===== src/hdl/mctc_pkg.sv =====
package mctc_pkg;

    localparam int unsigned SETS_DEFAULT = 64;
    localparam int unsigned WAYS_DEFAULT = 4;
    localparam int unsigned TAG_W = 30;
    localparam int unsigned STAMP_W = 32;
    localparam logic [3:0] LINE_BITS_RESET = 4'd6;
    localparam logic [2:0] SET_BITS_RESET = 3'd6;

    localparam logic [1:0] OP_CPU = 2'd0;
    localparam logic [1:0] OP_SNOOP = 2'd1;
    localparam logic [1:0] OP_FILL = 2'd2;
    localparam logic [1:0] OP_IGNORED = 2'd3;

    localparam logic [1:0] ST_I = 2'd0;
    localparam logic [1:0] ST_S = 2'd1;
    localparam logic [1:0] ST_E = 2'd2;
    localparam logic [1:0] ST_M = 2'd3;

    localparam logic [1:0] SN_RD = 2'd0;
    localparam logic [1:0] SN_RDX = 2'd1;
    localparam logic [1:0] SN_WINV = 2'd2;
    localparam logic [1:0] SN_KEEP = 2'd3;

    localparam logic [1:0] BR_NONE = 2'd0;
    localparam logic [1:0] BR_RD = 2'd1;
    localparam logic [1:0] BR_RDX = 2'd2;
    localparam logic [1:0] BR_WINV = 2'd3;

    localparam logic CFG_LINE_BITS = 1'b0;
    localparam logic CFG_SET_BITS = 1'b1;

    typedef struct packed {
        logic [1:0] op;
        logic [TAG_W-1:0] tag;
        logic [11:0] set;
        logic is_write;
        logic [1:0] snoop_kind;
        logic [1:0] fill_state;
    } t_req;

    typedef struct packed {
        logic hit;
        logic [1:0] prior_state;
        logic [1:0] bus_request;
        logic victim_valid;
        logic [1:0] victim_state;
        logic [TAG_W-1:0] victim_tag;
        logic needs_writeback;
    } t_res;

endpackage


===== src/hdl/mctc_front.sv =====
`default_nettype none
module mctc_front
    import mctc_pkg::*;
#(
    parameter int unsigned SETS = SETS_DEFAULT
) (
    input  wire logic        i_clk,
    input  wire logic        i_rst_n,
    input  wire logic        i_cfg_valid,
    output logic             o_cfg_ready,
    input  wire logic [0:0]  i_cfg_index,
    input  wire logic [3:0]  i_cfg_data,
    input  wire logic        i_start,
    output logic             o_busy,
    input  wire logic [1:0]  i_op,
    input  wire logic [31:0] i_address,
    input  wire logic        i_is_write,
    input  wire logic [1:0]  i_snoop_kind,
    input  wire logic [1:0]  i_fill_state,
    output logic             o_q_valid,
    output t_req             o_q_req,
    input  wire logic        i_q_pop
);
    localparam logic [3:0] MAX_SB = 4'($clog2(SETS + 1) - 1);

    logic [3:0] r_line_bits;
    logic [2:0] r_set_bits;
    logic [1:0] r_cnt, n_cnt;
    logic       r_wp, r_rp;
    t_req       r_q [2];
    t_req       w_req;
    logic [3:0] w_sh, w_sb;
    logic [31:0] w_tag32;
    logic [11:0] w_mask;
    logic       w_push;

    assign o_cfg_ready = 1'b1;
    assign o_busy = (r_cnt == 2'd2);
    assign w_push = i_start && !o_busy;
    assign o_q_valid = (r_cnt != 2'd0);
    assign o_q_req = r_q[r_rp];

    always_comb begin
        w_sh = (r_line_bits < 4'd2) ? 4'd2 : r_line_bits;
        w_sb = ({1'b0, r_set_bits} > MAX_SB) ? MAX_SB : {1'b0, r_set_bits};
        w_tag32 = i_address >> w_sh;
        w_mask = 12'((13'd1 << w_sb) - 13'd1);
        w_req.op = i_op;
        w_req.tag = w_tag32[TAG_W-1:0];
        w_req.set = w_tag32[11:0] & w_mask;
        w_req.is_write = i_is_write;
        w_req.snoop_kind = i_snoop_kind;
        w_req.fill_state = i_fill_state;
        n_cnt = r_cnt + {1'b0, w_push} - {1'b0, i_q_pop};
    end

    always_ff @(posedge i_clk) begin
        if (!i_rst_n) begin
            r_line_bits <= LINE_BITS_RESET;
            r_set_bits <= SET_BITS_RESET;
            r_cnt <= 2'd0;
            r_wp <= 1'b0;
            r_rp <= 1'b0;
        end else begin
            if (i_cfg_valid) begin
                unique case (i_cfg_index)
                    CFG_LINE_BITS: r_line_bits <= i_cfg_data;
                    CFG_SET_BITS: r_set_bits <= i_cfg_data[2:0];
                    default: ;
                endcase
            end
            r_cnt <= n_cnt;
            if (w_push) r_wp <= !r_wp;
            if (i_q_pop) r_rp <= !r_rp;
        end
    end

    always_ff @(posedge i_clk) begin
        if (w_push) r_q[r_wp] <= w_req;
    end
endmodule
`default_nettype wire


===== config.mk =====
export PLATFORM = sky130hd
export DESIGN_NAME = mctc_front
export DESIGN_NICKNAME = d
export VERILOG_FILES = /design/src/hdl/mctc_pkg.sv /design/src/hdl/mctc_front.sv
export SDC_FILE = /design/constraint.sdc
export NUM_CORES = 1
export LEC_CHECK = 0
export BUFFER_PORTS_ARGS = -buffer_cell sky130_fd_sc_hd__buf_2
export CORE_ASPECT_RATIO = 1.1
export CORE_MARGIN = 2
export CORE_UTILIZATION = 40
export DETAILED_ROUTE_END_ITERATION = 8
export PLACE_DENSITY = 0.6
export SETUP_SLACK_MARGIN = 0.3
export SYNTH_ARGS = -nofsm -noshare
export SYNTH_HDL_FRONTEND = slang
export SYNTH_SLANG_ARGS = --single-unit

===== constraint.sdc =====
create_clock -name i_clk -period 3.4 [get_ports i_clk]
set_input_delay 0.51 -clock i_clk [delete_from_list [all_inputs] [get_ports i_clk]]
set_output_delay 0.51 -clock i_clk [all_outputs]
set_load 0.02 [all_outputs]

* After elaboration in Yosys (flattened, before gate mapping)
Memories as Yosys holds them, arrays and structs flattened. A register that Yosys moved wholly into a read port is not among the register bits. Index checks and enable logic that the tools add are counted.
Storage, ports and cells: register bits 11, memory bits (writable) 98, bits of input ports 49, output and inout bits 52, word-level logic and storage cells 29, memories 1
Operators by class: $add $sub $neg 3, magnitude comparators 2, equality and inequality tests 1, shifts and indexed selects 2, muxes and demuxes 6, bitwise operators 2, reductions and logical operators 7
Memory list:
- r_q | words 2, width 49, read ports 1, clocked after Yosys merged registers in 1, wr ports 1, RTL line mctc_front.sv:30 | t_req r_q [2];
Operator list (count):
- $shr 32x4->30 | 1
- $and 12x12->12 | 1
- $shl 1x3->12 const A | 1
- $sub 12x1->12 const B | 1
- $lt 4x2->1 const B | 1
- $mux 1 | 4
- $mux 4 | 1
- $reduce_and 2->1 | 2
- $gt 3x3->1 const B | 1
- $logic_not 1->1 | 3
- $mux 3 | 1
- $add 2x1->2 | 1
- $eq 2x2->1 const B | 1
- $reduce_bool 2->1 | 1
- $sub 2x1->2 | 1
- $logic_and 1x1->1 | 1
- $not 1->1 | 1

* Logic depth before layout (Yosys ltp)
depth in word-level cells 5, depth in mapped cells 8, depth with buffers taken out 8

* Worst setup path before layout
No wires, ideal clock.
kind input port to flip-flop, from input port i_start, to memory r_q[0][0] (netlist name) (enable), setup time 0.457 ns, arrival 2.668 ns, required time 2.943 ns, slack 0.275 ns, stages 2, path buffers 0, path through nand2_1 nor2_1
Between the ends: word-level cells in the longest chain between the ends 3
RTL lines:
- start: declaration | RTL line mctc_front.sv:13 | input wire logic i_start,
- $logic_and 1x1->1 | RTL line mctc_front.sv:39 | assign w_push = i_start && !o_busy;
- $mux 1 | RTL line mctc_front.sv:79 | if (w_push) r_q[r_wp] <= w_req;
- $mux 1 (implied by the code) | RTL line mctc_front.sv:79
- end: declaration | RTL line mctc_front.sv:30
Every way passes these cells.

==> impl_metrics.json <==
{
  "status": "finished clean",
  "cp-start-kind": "flop",
  "antenna_found_initial": 0,
  "crit_path_end_kind": "flop",
  "rrSetupSlack_ns": 0.75,
  "vias": 4227,
  "synth.distinct_cells": 57,
  "final_common_cell": "edfxtp_1",
  "maxSlewHeadroom_pct": 53.73,
  "fp.dieW_um": 119.4,
  "root_buffer": "clkbuf_16",
  "cp_slowest_cell": "or3_1",
  "fin_skew_ns": 0.01014,
  "gp_congestion": 0.8628,
  "post_cts_buffers": 0,
  "fin_crit_sh_pct": 78.09,
  "path_buf_inv": 0,
  "max_stage_delay_ns": 0.64,
  "core_um2": 14390,
  "gr-usage-met3_pct": 2.517,
  "via_per_inst": 5.433,
  "ys_ff_latch": 110,
  "grt_max_degree": 50,
  "first_iter_violations": 318,
  "ys.flop_type": "edfxtp_1",
  "synth_edf_count": 98,
  "ant_nets": 0,
  "min_path_type": "primary input to flop",
  "grt.met1_usage_pct": 24.93,
  "cp_max_fo": 19,
  "avgSynthCellArea_um2": 12.02,
  "netlist_area_um2": 5864,
  "drt_first_pass_iters": 5,
  "fmax_ghz": 0.3767,
  "total_power_mw": 3.813,
  "start_util_pct": 40.76,
  "cp_data_required_time_ns": 3.45,
  "drive_gt1_share_pct": 34.98,
  "cts_buffer_depth": 2,
  "drt_wl_total_mm": 13.78,
  "grt_overflow": 0,
  "antenna_cells": 0,
  "critPathMostFrequentCell": "mux2i_1",
  "ios": 101,
  "leakage_nw": 2.573,
  "tightestPinTransition_ns": 0.6932,
  "wl_per_cell_um": 17.71,
  "synth_cells": 488,
  "use_met2_pct": 28.37,
  "grtUsageTotal_pct": 17.63,
  "power_per_cell_area_nw_per_um2": 555.7,
  "cts_resized": 0,
  "ys.warnings.count": 0,
  "maxCapViolations": 0,
  "setup_viol": 0,
  "irDropWorstVdd_mv": 0.2340,
  "dpl_cell_area_um2": 6555,
  "rows": 46,
  "worst_ep_arrival_time_ns": 2.71,
  "yosysSeqAreaShare_pct": 54.28,
  "grt_pass1_vias": 4091,
  "cts.sinks": 110,
  "fin_crit_ns": 2.655,
  "cts_max_level": 3,
  "holdWs_ns": 0.3423,
  "fin_setup_tns_ns": 0,
  "final_cell_mix": "edfxtp_1 (98), buf_2 (97), mux2_2 (62)",
  "route.detailed.drc": 0,
  "fin_area_um2": 6862,
  "nNetsFinal": 632,
  "critical_path_class": "flop to flop",
  "io_buffers": 97,
  "busiest_layer": "met2",
  "clk-insertion-delay-late_ns": 0.35,
  "dieArea_um2": 15650,
  "layout_setup_ws_ns": 0.7451,
  "synthArstFlopShare_pct": 0,
  "cp_top_family": "simple AND/OR/NAND/NOR gates",
  "cts.clk_slew.worst_paths_ns": 0.09,
  "cts_tree": "yes",
  "area_growth_pct": 17.00,
  "rsz0062_at_grt": "false",
  "dpl.hpwl_mm": 9.651,
  "grt_pass1_wl_mm": 21.62,
  "cts_buffers": 9,
  "dp_slack_ns": 0.8125,
  "hold_buffers": 0,
  "dieHeight_um": 131.0,
  "slew_viol_final": 0,
  "crit_chain": "or3_1 -> nand2_8 -> mux2i_1 -> mux2i_1 -> a21oi_1 -> o21ai_0",
  "hold_violations": 0
}
-- registers in the layout, indices dropped and copies added, names as in the netlist, named ones only --
name	flops
r_cnt	2
r_line_bits	4
r_q	98
r_rp	1
r_set_bits	3
r_wp	1
-- synth_stat cells, types with 3 or more instances --
master	instances	area (µm²)
a211oi_1	11	82.58
a21oi_1	26	130.1
a31oi_1	8	50.05
and2_1	7	43.79
and3_1	6	37.54
buf_1	8	30.03
buf_2	14	70.07
buf_4	3	22.52
clkbuf_1	12	45.04
dfxtp_1	12	240.2
edfxtp_1	98	2943
inv_1	6	22.52
mux2_2	62	698.2
mux2i_1	31	310.3
mux4_2	5	112.6
nand2_1	31	116.4
nand3_1	11	55.05
nor2_1	32	120.1
nor2b_1	5	31.28
nor3_1	4	20.02
o211ai_1	5	37.54
o21a_1	4	30.03
o21ai_0	32	160.2
o22a_1	4	35.03
o22ai_1	5	31.28
-- final timing paths --
kind	end	cells past startpoint	startpoint
max	r_q[1][26]	6	r_line_bits[3]
min	r_q[1][4]	1	i_is_write
max reg2reg	r_q[1][26]	6	r_line_bits[3]
min reg2reg	r_set_bits[0]	2	r_set_bits[0]
-- layer usage --
layer | routed length (µm) | share of wire (%)
met5 | 0 | 0
met4 | 242 | 1.8
met3 | 649 | 4.7
met2 | 6493 | 47
met1 | 6396 | 46
-- per-stage QoR --
stage | std cells | util [%]
floorplan | 499 | -
global placement | 762 | 45.56
detailed placement | 762 | 45.56
CTS | 778 | 47.69
global route | 778 | 47.69
finish | 778 | 47.69
-- layout make-up --
type | count | area, µm²
clock buffer | 9 | 225.2
clock inverter | 7 | 81.33
fill | 1340 | 7527
inverter | 6 | 22.52
multi-input combinational | 345 | 2530
sequential | 110 | 3187
tap | 192 | 240.2
timing repair buffer | 109 | 575.6
-- where the power goes --
group	switching [mW]	internal [mW]	total (mW)	leakage, nW
clock	0.529	0.531	1.06	0.150
combinational	0.608	0.368	0.975	1.41
sequential	0.0546	1.72	1.78	1.02
total	1.19	2.62	3.81	2.57
-- cells by family after synthesis --
kind of cell / Yosys count / share of synthesized area, %
and+or+nand+nor: 108 / 8.833
other: 2 / 0.1281
muxes: 98 / 19.12
buffers and inverters: 44 / 3.435
xor gates and xnor gates: 3 / 0.4481
adders and majority gates: 2 / 0.4266
AOI/OAI and AO/OA: 121 / 13.34
DFF: 110 / 54.28
-- worst register-to-register path: cells and delay by family, from the launching register on --
family | cells | cell delay, ns
mux | 2 | 0.60
flops | 1 | 0.53
compound gates | 2 | 0.40
simple gates | 2 | 0.83
Note: power is estimated with default switching activity, not from simulation.
